`config.mk`:
```
export PLATFORM = sky130hd
export DESIGN_NAME = trial_division_prime_test_top
export DESIGN_NICKNAME = d
export VERILOG_FILES = /design/src/rtl/tdpt_pkg.sv /design/src/rtl/tdpt_dp.sv /design/src/rtl/tdpt_ctrl.sv /design/src/rtl/trial_division_prime_test_top.sv
export SDC_FILE = /design/constraint.sdc
export NUM_CORES = 1
export LEC_CHECK = 0
export BUFFER_PORTS_ARGS = -buffer_cell sky130_fd_sc_hd__buf_2
export CORE_MARGIN = 2
export CORE_UTILIZATION = 63
export CTS_BUF_LIST = sky130_fd_sc_hd__clkbuf_16
export DETAILED_ROUTE_END_ITERATION = 10
export PLACE_DENSITY = 0.8
export SLEW_MARGIN = 5
export SYNTH_ARGS = -nofsm -noshare
export SYNTH_HDL_FRONTEND = slang
export SYNTH_HIERARCHICAL = 1
export SYNTH_SLANG_ARGS = --single-unit
```
`constraint.sdc`:
```
create_clock -name i_clk -period 7.95 [get_ports i_clk]
set_input_delay 1.1925 -clock i_clk [delete_from_list [all_inputs] [get_ports i_clk]]
set_output_delay 1.1925 -clock i_clk [all_outputs]
set_load 0.01 [all_outputs]
```
`src/rtl/tdpt_pkg.sv`:
```
// Package for the trial-division prime test block.
// Holds the controller state type and the command/status structs shared by
// the controller and the datapath. No dependencies.
package tdpt_pkg;

    typedef enum logic [1:0] {
        ST_IDLE,
        ST_CHECK,
        ST_DIVIDE,
        ST_TEST
    } t_state;

    // Commands from the controller to the datapath.
    typedef struct packed {
        logic load;      // capture a new value, divisor = 3, square = 9
        logic div_init;  // start a remainder pass for the current divisor
        logic div_step;  // one restoring-division bit step
        logic next_div;  // advance divisor and its square
    } t_dp_cmd;

    // Status from the datapath to the controller.
    typedef struct packed {
        logic special;        // value is decided without trial division
        logic special_prime;  // the answer for the special case
        logic sq_gt;          // divisor squared exceeds the value
        logic div_last;       // this is the last bit step of the pass
        logic rem_zero;       // remainder of the finished pass is zero
    } t_dp_status;

endpackage

```
`src/rtl/tdpt_dp.sv`:
```
// Datapath of the trial-division prime test: value, divisor, running square
// and a bit-serial restoring remainder unit.
// Depends on tdpt_pkg for the command and status structs.
module tdpt_dp
    import tdpt_pkg::*;
#(
    parameter int VALUE_WIDTH = 32
) (
    input  logic                   i_clk,
    input  logic                   i_rst_n,
    input  logic [VALUE_WIDTH-1:0] i_value,
    input  t_dp_cmd                i_cmd,
    output t_dp_status             o_status
);

    localparam int W  = VALUE_WIDTH;
    localparam int CW = $clog2(W);
    localparam logic [W-1:0]  FIRST_DIV = W'(3);
    localparam logic [W:0]    FIRST_SQ  = (W+1)'(9);
    localparam logic [CW-1:0] LAST_CNT  = CW'(W - 1);

    logic [W-1:0]  r_value;
    logic [W-1:0]  r_div;
    logic [W:0]    r_sq;
    logic [W-1:0]  r_shift;
    logic [W-1:0]  r_rem;
    logic [CW-1:0] r_cnt;

    logic [W:0]    trial;
    logic [W:0]    diff;
    logic          ge;
    logic [W-1:0]  n_rem;

    // The remainder always stays below the divisor, so one compare and
    // subtract per bit keeps it in range.
    assign trial = {r_rem, r_shift[W-1]};
    assign ge    = trial >= {1'b0, r_div};
    assign diff  = trial - {1'b0, r_div};
    assign n_rem = ge ? diff[W-1:0] : trial[W-1:0];

    always_ff @(posedge i_clk) begin
        if (!i_rst_n) begin
            r_cnt <= '0;
        end else begin
            if (i_cmd.load) begin
                r_value <= i_value;
                r_div   <= FIRST_DIV;
                r_sq    <= FIRST_SQ;
            end
            if (i_cmd.div_init) begin
                r_shift <= r_value;
                r_rem   <= '0;
                r_cnt   <= '0;
            end
            if (i_cmd.div_step) begin
                r_shift <= {r_shift[W-2:0], 1'b0};
                r_rem   <= n_rem;
                r_cnt   <= r_cnt + 1'b1;
            end
            if (i_cmd.next_div) begin
                // (d+1)^2 = d^2 + 2d + 1
                r_sq  <= r_sq + {r_div, 1'b1};
                r_div <= r_div + 1'b1;
            end
        end
    end

    always_comb begin
        o_status.special       = r_value[W-1] || (r_value <= W'(1)) || !r_value[0];
        o_status.special_prime = (r_value == W'(2));
        o_status.sq_gt         = r_sq > {1'b0, r_value};
        o_status.div_last      = (r_cnt == LAST_CNT);
        o_status.rem_zero      = (r_rem == '0);
    end

endmodule

```
`src/rtl/tdpt_ctrl.sv`:
```
// Controller of the trial-division prime test: sequences the square check,
// the remainder passes and the result strobe.
// Depends on tdpt_pkg for the state type and command/status structs.
module tdpt_ctrl
    import tdpt_pkg::*;
(
    input  logic       i_clk,
    input  logic       i_rst_n,
    input  logic       start,
    output logic       busy,
    input  t_dp_status i_status,
    output t_dp_cmd    o_cmd,
    output logic       o_done,
    output logic       o_is_prime
);

    t_state r_state;
    t_state n_state;
    logic   r_done;
    logic   n_done;
    logic   r_is_prime;
    logic   n_is_prime;

    always_ff @(posedge i_clk) begin
        if (!i_rst_n) begin
            r_state <= ST_IDLE;
            r_done  <= 1'b0;
        end else begin
            r_state <= n_state;
            r_done  <= n_done;
        end
        r_is_prime <= n_is_prime;
    end

    always_comb begin
        n_state    = r_state;
        n_done     = 1'b0;
        n_is_prime = r_is_prime;
        o_cmd      = '0;
        unique case (r_state)
            ST_IDLE: begin
                if (start) begin
                    o_cmd.load = 1'b1;
                    n_state    = ST_CHECK;
                end
            end
            ST_CHECK: begin
                priority if (i_status.special) begin
                    n_done     = 1'b1;
                    n_is_prime = i_status.special_prime;
                    n_state    = ST_IDLE;
                end else if (i_status.sq_gt) begin
                    n_done     = 1'b1;
                    n_is_prime = 1'b1;
                    n_state    = ST_IDLE;
                end else begin
                    o_cmd.div_init = 1'b1;
                    n_state        = ST_DIVIDE;
                end
            end
            ST_DIVIDE: begin
                o_cmd.div_step = 1'b1;
                if (i_status.div_last) begin
                    n_state = ST_TEST;
                end
            end
            ST_TEST: begin
                if (i_status.rem_zero) begin
                    n_done     = 1'b1;
                    n_is_prime = 1'b0;
                    n_state    = ST_IDLE;
                end else begin
                    o_cmd.next_div = 1'b1;
                    n_state        = ST_CHECK;
                end
            end
            default: begin
                n_state = ST_IDLE;
            end
        endcase
    end

    assign busy       = (r_state != ST_IDLE);
    assign o_done     = r_done;
    assign o_is_prime = r_is_prime;

endmodule

```
`src/rtl/trial_division_prime_test_top.sv`:
```
// Trial-division prime test: takes a signed integer and strobes one flag
// that says whether it is prime.
// Depends on tdpt_pkg, tdpt_ctrl and tdpt_dp.
//
// Usage: drive i_value and raise start while busy is low; that edge takes
// the beat and busy rises on the next cycle. When the answer is known,
// o_done is high for exactly one cycle with o_is_prime valid; the receiver
// has no way to hold it off. busy falls in that same cycle, so a new start
// may be given while the result is on the ports.
// Negative values, 0, 1 and even values are settled in ST_CHECK without
// trial division. An odd value v of 3 or more is tested against every
// integer divisor from 3 up, at most floor(sqrt(v)) - 2 of them, until the
// divisor square exceeds v (prime) or a remainder of zero ends the search.
// Each divisor costs one bit-serial remainder pass over the VALUE_WIDTH bits
// of the value plus a square check and a zero test; the divisor square is
// kept by adds. For a 31-bit prime at VALUE_WIDTH = 32 up to 46338 divisors
// are tried. One item is worked on at a time. Synchronous active-low reset
// returns the controller to idle and clears the strobe.
module trial_division_prime_test_top
    import tdpt_pkg::*;
#(
    parameter int VALUE_WIDTH = 32
) (
    input  logic                   i_clk,
    input  logic                   i_rst_n,
    input  logic                   start,
    output logic                   busy,
    input  logic [VALUE_WIDTH-1:0] i_value,
    output logic                   o_done,
    output logic                   o_is_prime
);

    t_dp_cmd    dp_cmd;
    t_dp_status dp_status;

    tdpt_ctrl u_ctrl (
        .i_clk      (i_clk),
        .i_rst_n    (i_rst_n),
        .start      (start),
        .busy       (busy),
        .i_status   (dp_status),
        .o_cmd      (dp_cmd),
        .o_done     (o_done),
        .o_is_prime (o_is_prime)
    );

    tdpt_dp #(
        .VALUE_WIDTH (VALUE_WIDTH)
    ) u_dp (
        .i_clk    (i_clk),
        .i_rst_n  (i_rst_n),
        .i_value  (i_value),
        .i_cmd    (dp_cmd),
        .o_status (dp_status)
    );

endmodule
```
* Yosys cells after proc, flatten, opt, wreduce, memory -nomap -nowiden
Cells that the tools add are included.
Storage, ports and cells: register bits after elaboration 170, bits in latches 0, memory bits (writable) 0, ROM bits 0, input bits 35, output and inout bits 3, logic and storage cells 73, memories kept 0
Cells by class: $add $sub $neg 4, multiply operators 0, divide/modulo/power cells 0, order comparisons 3, equal/unequal tests 9, shift operators 0, muxes and demuxes 33, bitwise operators 0, reductions and logical operators 14
Operators by type and width (number):
- $mux W32 | 7
- $mux W33 | 2
- $add A33 B33 Y33 | 1
- $ge A33 B32 Y1 | 1
- $gt A33 B32 Y1 | 1
- $add A32 B1 Y32 const B | 1
- $eq A32 B2 Y1 const B | 1
- $le A32 B1 Y1 const B | 1
- $logic_not A32 Y1 | 1
- $sub A32 B32 Y32 | 1
- $mux W1 | 15
- $mux W5 | 2
- $mux W2 | 4
- $pmux W2 S4 | 1
- $reduce_and A2 Y1 | 4
- $reduce_bool A2 Y1 | 4
- $ne A2 B2 Y1 const B | 3
- $add A5 B1 Y5 const B | 1
- $eq A5 B5 Y1 const B | 1
- $eq A2 B2 Y1 const B | 2
- $pmux W1 S2 | 2
- $ne A3 B3 Y1 const B | 1
- $reduce_and A3 Y1 | 1
- $eq A2 B1 Y1 const B | 1
- other kinds (3) | 4

* Depth between registers and ports, before layout
word-level depth 7, gate-level depth with buffers 16, mapped depth without buffers 16

* By module
Netlist, hierarchy kept.
By module, submodules not included:
- tdpt_dp | instances 1, cells an instance 1121, area each 10970.5 um2, sequential area each 4934.7 um2
- tdpt_ctrl | instances 1, cells an instance 23, area each 212.7 um2, sequential area each 90.1 um2

* Worst setup path before layout
No wires, ideal clock.
kind reg-to-reg, start point register u_dp.r_value[2], end point register u_dp.r_rem[0], enable pin, setup time 493 ps, arrival 5117 ps, slack 2340 ps, stages on the path, launching flop included 15, buffers on the path 0, period minus slack after synthesis 5610 ps, cells stage by stage edfxtp_1 -> inv_1 -> ha_1 -> a21o_1 -> a21o_1 -> a211oi_1 -> o21ai_0 -> a21oi_1 -> nor3_1 -> o21ai_0 -> and3_1 -> a41oi_1 -> nor4b_2 -> nor2_1 -> nor2b_1
RTL lines:
- start, declared | line tdpt_dp.sv:22 | logic [W-1:0] r_value;
- start signal, assigned | line tdpt_dp.sv:46 | r_value <= i_value;
- end signal, assigned | line tdpt_dp.sv:57 | r_rem <= n_rem;
- end, declared | line tdpt_dp.sv:26 | logic [W-1:0] r_rem;

==> impl_metrics.py <==
metrics = {
    "global_routing": {
        "grt_max_degree": 68,
        "grt_overflow_total": 0,
        "track_usage": 0.288,
        "antenna_found_initial": 0,
        "grt_pass1_wl_um": 41600,
        "first_global_vias": 8271,
    },
    "synthesis": {
        "synth_area_leader_cell": "edfxtp_1",
        "synthCells": 1144,
        "synth_area_per_cell_um2": 9.78,
        "synth_area_leaders": "edfxtp_1 43%, ha_1 11%, xnor2_1 4.9%",
        "synth_commonest_cells": "162 x edfxtp_1, 122 x nor2_1, 106 x nand2_1, 98 x ha_1",
        "yosysMostFrequentCell": "edfxtp_1",
        "synthFlopType": "edfxtp_1",
        "synth_cell_types": 67,
        "ys_ff_latch": 170,
        "yosys.area_share.simple": 0.170,
        "synthXorXnorAreaFrac": 0.0619,
        "synthAdderAreaFrac": 0.113,
        "ys_seq_area_frac": 0.449,
        "synthArstFlopShare": 0,
        "syn-cell-area_mm2": 0.0112,
        "synth_top_family_by_area": "simple AND/OR/NAND/NOR gates",
        "synth_compound_area_frac": 0.154,
        "synth_edf_count": 162,
        "synth_nets": 1279,
        "synth_top_area_share": 0.435,
        "synth_mux_area_frac": 0.0135,
        "ys_warn_count": 6,
    },
    "detailed_routing": {
        "ant_nets": 0,
        "first_iter_violations": 833,
        "viasPerCell": 6.19,
        "avgRoutedWirePerCell_um": 18.6,
        "routed-via-count": 8741,
        "routed_wirelength_um": 26300,
        "remaining_drc_errors": 0,
        "firstDrtPassIters": 6,
    },
    "power": {
        "switching_share": 0.258,
        "power_mw": 2.07,
        "vdd_drop_max_uv": 169,
        "p_clk_frac": 0.401,
        "p_leak_nw": 4.81,
        "p_per_area_mw_per_mm2": 170,
        "pwr-share-comb": 0.107,
        "p_sw_mw": 0.533,
        "seqPwrFrac": 0.492,
        "intPower_mw": 1.53,
    },
    "setup_path": {
        "arrival_ns": 4.21,
        "end_kind": "flop",
        "r2r_cells": 15,
        "critPathMaxFanout": 64,
        "rr_startpoint": "u_dp/r_value[2]",
        "startpoint": "u_dp/r_value[2]",
        "reg2reg_slack_ns": 3.79,
        "r2r_end": "u_dp/r_rem[21]",
        "critPathLaunchType": "flop",
        "path_class": "reg -> reg",
        "worstPathRequired_ns": 8.00,
    },
    "clocking": {
        "hold_buffers": 0,
        "numCtsBuffers": 17,
        "cts_sinks": 170,
        "cts_resized": 0,
        "clockRootBuffer": "clkbuf_16",
        "post-cts-setup-buffer-count": 0,
        "clk_path_buf_depth": 2,
        "clk_pin_slew_ns": 0.07,
        "cts_tree": "yes",
        "clock_latency_ns": 0.44,
        "htreeDepth": 4,
    },
    "floorplan": {
        "dieArea_mm2": 0.0188,
        "io_pins": 38,
        "core_mm2": 0.0173,
        "fp.dieW_um": 137,
        "rows": 48,
        "start_util": 0.647,
        "die_h_um": 137,
    },
    "sta": {
        "report.final.slew_viol_count": 0,
        "timing.final.crit_share": 0.523,
        "finalSetupViolCount": 0,
        "whs_ns": 0.533,
        "slew_headroom": 0.236,
        "fin_skew_ns": 0.0140,
        "finalHoldViolCount": 0,
        "rsz0062_at_grt": "false",
        "setup_tns_ns": 0,
        "worst_pin_slew_ns": 1.15,
        "fin_crit_ns": 4.16,
        "max_freq_ghz": 0.240,
    },
    "run": {
        "maxCapViolCount": 0,
    },
    "final_layout": {
        "diodes": 0,
        "drive_gt1_frac": 0.0791,
        "synthToLayoutAreaGrowth_pct": 8.64,
        "final_util": 0.702,
        "nets": 1310,
    },
    "min_path": {
        "min_path_cells": 2,
        "min_to": "u_dp/r_shift[8]",
        "hold_path_class": "reg -> reg",
        "hold_start": "u_dp/r_shift[7]",
    },
    "place": {
        "portBuffers": 37,
        "gp_congestion": 0.948,
        "dp_hpwl_um": 19000,
    },
    "status": {
        "run_status": "complete, no violations",
    },
}
-- worst max path at each step --
stage | slack [ns] | cells past startpoint | to
after global placement | 4.16 | 15 | u_dp/r_shift[26]
after CTS | 3.95 | 15 | u_dp/r_rem[22]
after global routing | 3.55 | 15 | u_dp/r_rem[22]
after floorplan | 2.34 | 14 | u_dp/r_rem[0]
final | 3.79 | 15 | u_dp/r_rem[21]
after detailed placement | 4.07 | 15 | u_dp/r_rem[25]
-- sequential cells by signal, summed over array words and instances (netlist names), named ones only --
register	flops
u_dp/r_div	32
u_dp/r_sq	33
u_ctrl/o_is_prime	1
u_dp/r_shift	32
u_dp/r_value	32
u_ctrl/o_done	1
u_ctrl/r_state	1
u_dp/r_cnt	5
u_dp/r_rem	32
-- critical path, stage by stage (launching register included) --
cell and delay, ns:
edfxtp_1 0.38, inv_1 0.15, ha_1 0.27, a21o_1 0.19
a21o_1 0.17, a211oi_1 0.23, o21ai_0 0.12, a21oi_1 0.18
nor3_1 0.07, o21ai_0 0.21, and3_1 0.19, a41oi_1 0.08
nor4b_2 0.44, nor2_1 0.18, nor2b_4 0.13, buf_4 0.67
-- stage by stage --
step / worst slack [ns] / instance area [um^2] / cells
2_1_floorplan: 2.34 / 11200 / 1144
3_3_place_gp: 4.16 / 11600 / 1381
3_5_place_dp: 4.07 / 11600 / 1381
4_1_cts: 3.95 / 12100 / 1413
5_1_grt: 3.55 / 12100 / 1413
6_report: 3.79 / 12100 / 1413
-- routing by layer --
metal	share of wire	up-vias	track usage	wire length [um]
met5	0	-	0	0
li1	-	4249	-	-
met1	0.43	4138	0.389	11400
met3	0.065	42	0.0456	1700
met2	0.48	312	0.478	12600
met4	0.022	0	0.0956	581
-- cells in the final DEF, fill, tap and decap left out, types with 7 or more instances in the layout --
master     count
edfxtp_1     162
nor2_1       122
nand2_1      106
ha_1          98
inv_1         78
o21ai_0       77
a21oi_1       71
xnor2_1       62
a21o_1        45
buf_2         37
nand4_1       29
nand3_1       26
nor3_1        22
nor4_1        21
clkbuf_16     17
xor2_1        17
and2_1        14
mux2i_1       14
a211oi_1      12
o21a_1        10
nor2b_1       10
nand2b_1       9
and3_1         9
dfxtp_1        8
a31oi_1        8
nor3b_1        7
o21bai_1       7
-- cell type report --
cell class                      count  area (um^2)
Inverter                           77          289
Multi-Input combinational cell    866         5740
Sequential cell                   170         5020
Tap cell                          225          282
Clock buffer                       17          425
Fill cell                        1329         5150
Timing Repair Buffer               43          230
Clock inverter                     15          160
-- logic make-up after synthesis --
logic type,Yosys count
AOI/OAI and AO/OA,274
xor gates and xnor gates,79
adders and majority gates,100
buffers and inverters,108
DFF,170
muxes,15
and+or+nand+nor,398
-- power by group through the flow --
stage	Sequential (mW)	Clock, mW	Combinational, mW
final	1.02	0.829	0.220
after global routing	1.02	0.875	0.244
after CTS	1.02	0.838	0.218
after detailed placement	1.04	0	0.215
after global placement	1.04	0	0.209
after floorplan	1.03	0	0.165
Note: power is estimated with default switching activity, not from simulation.
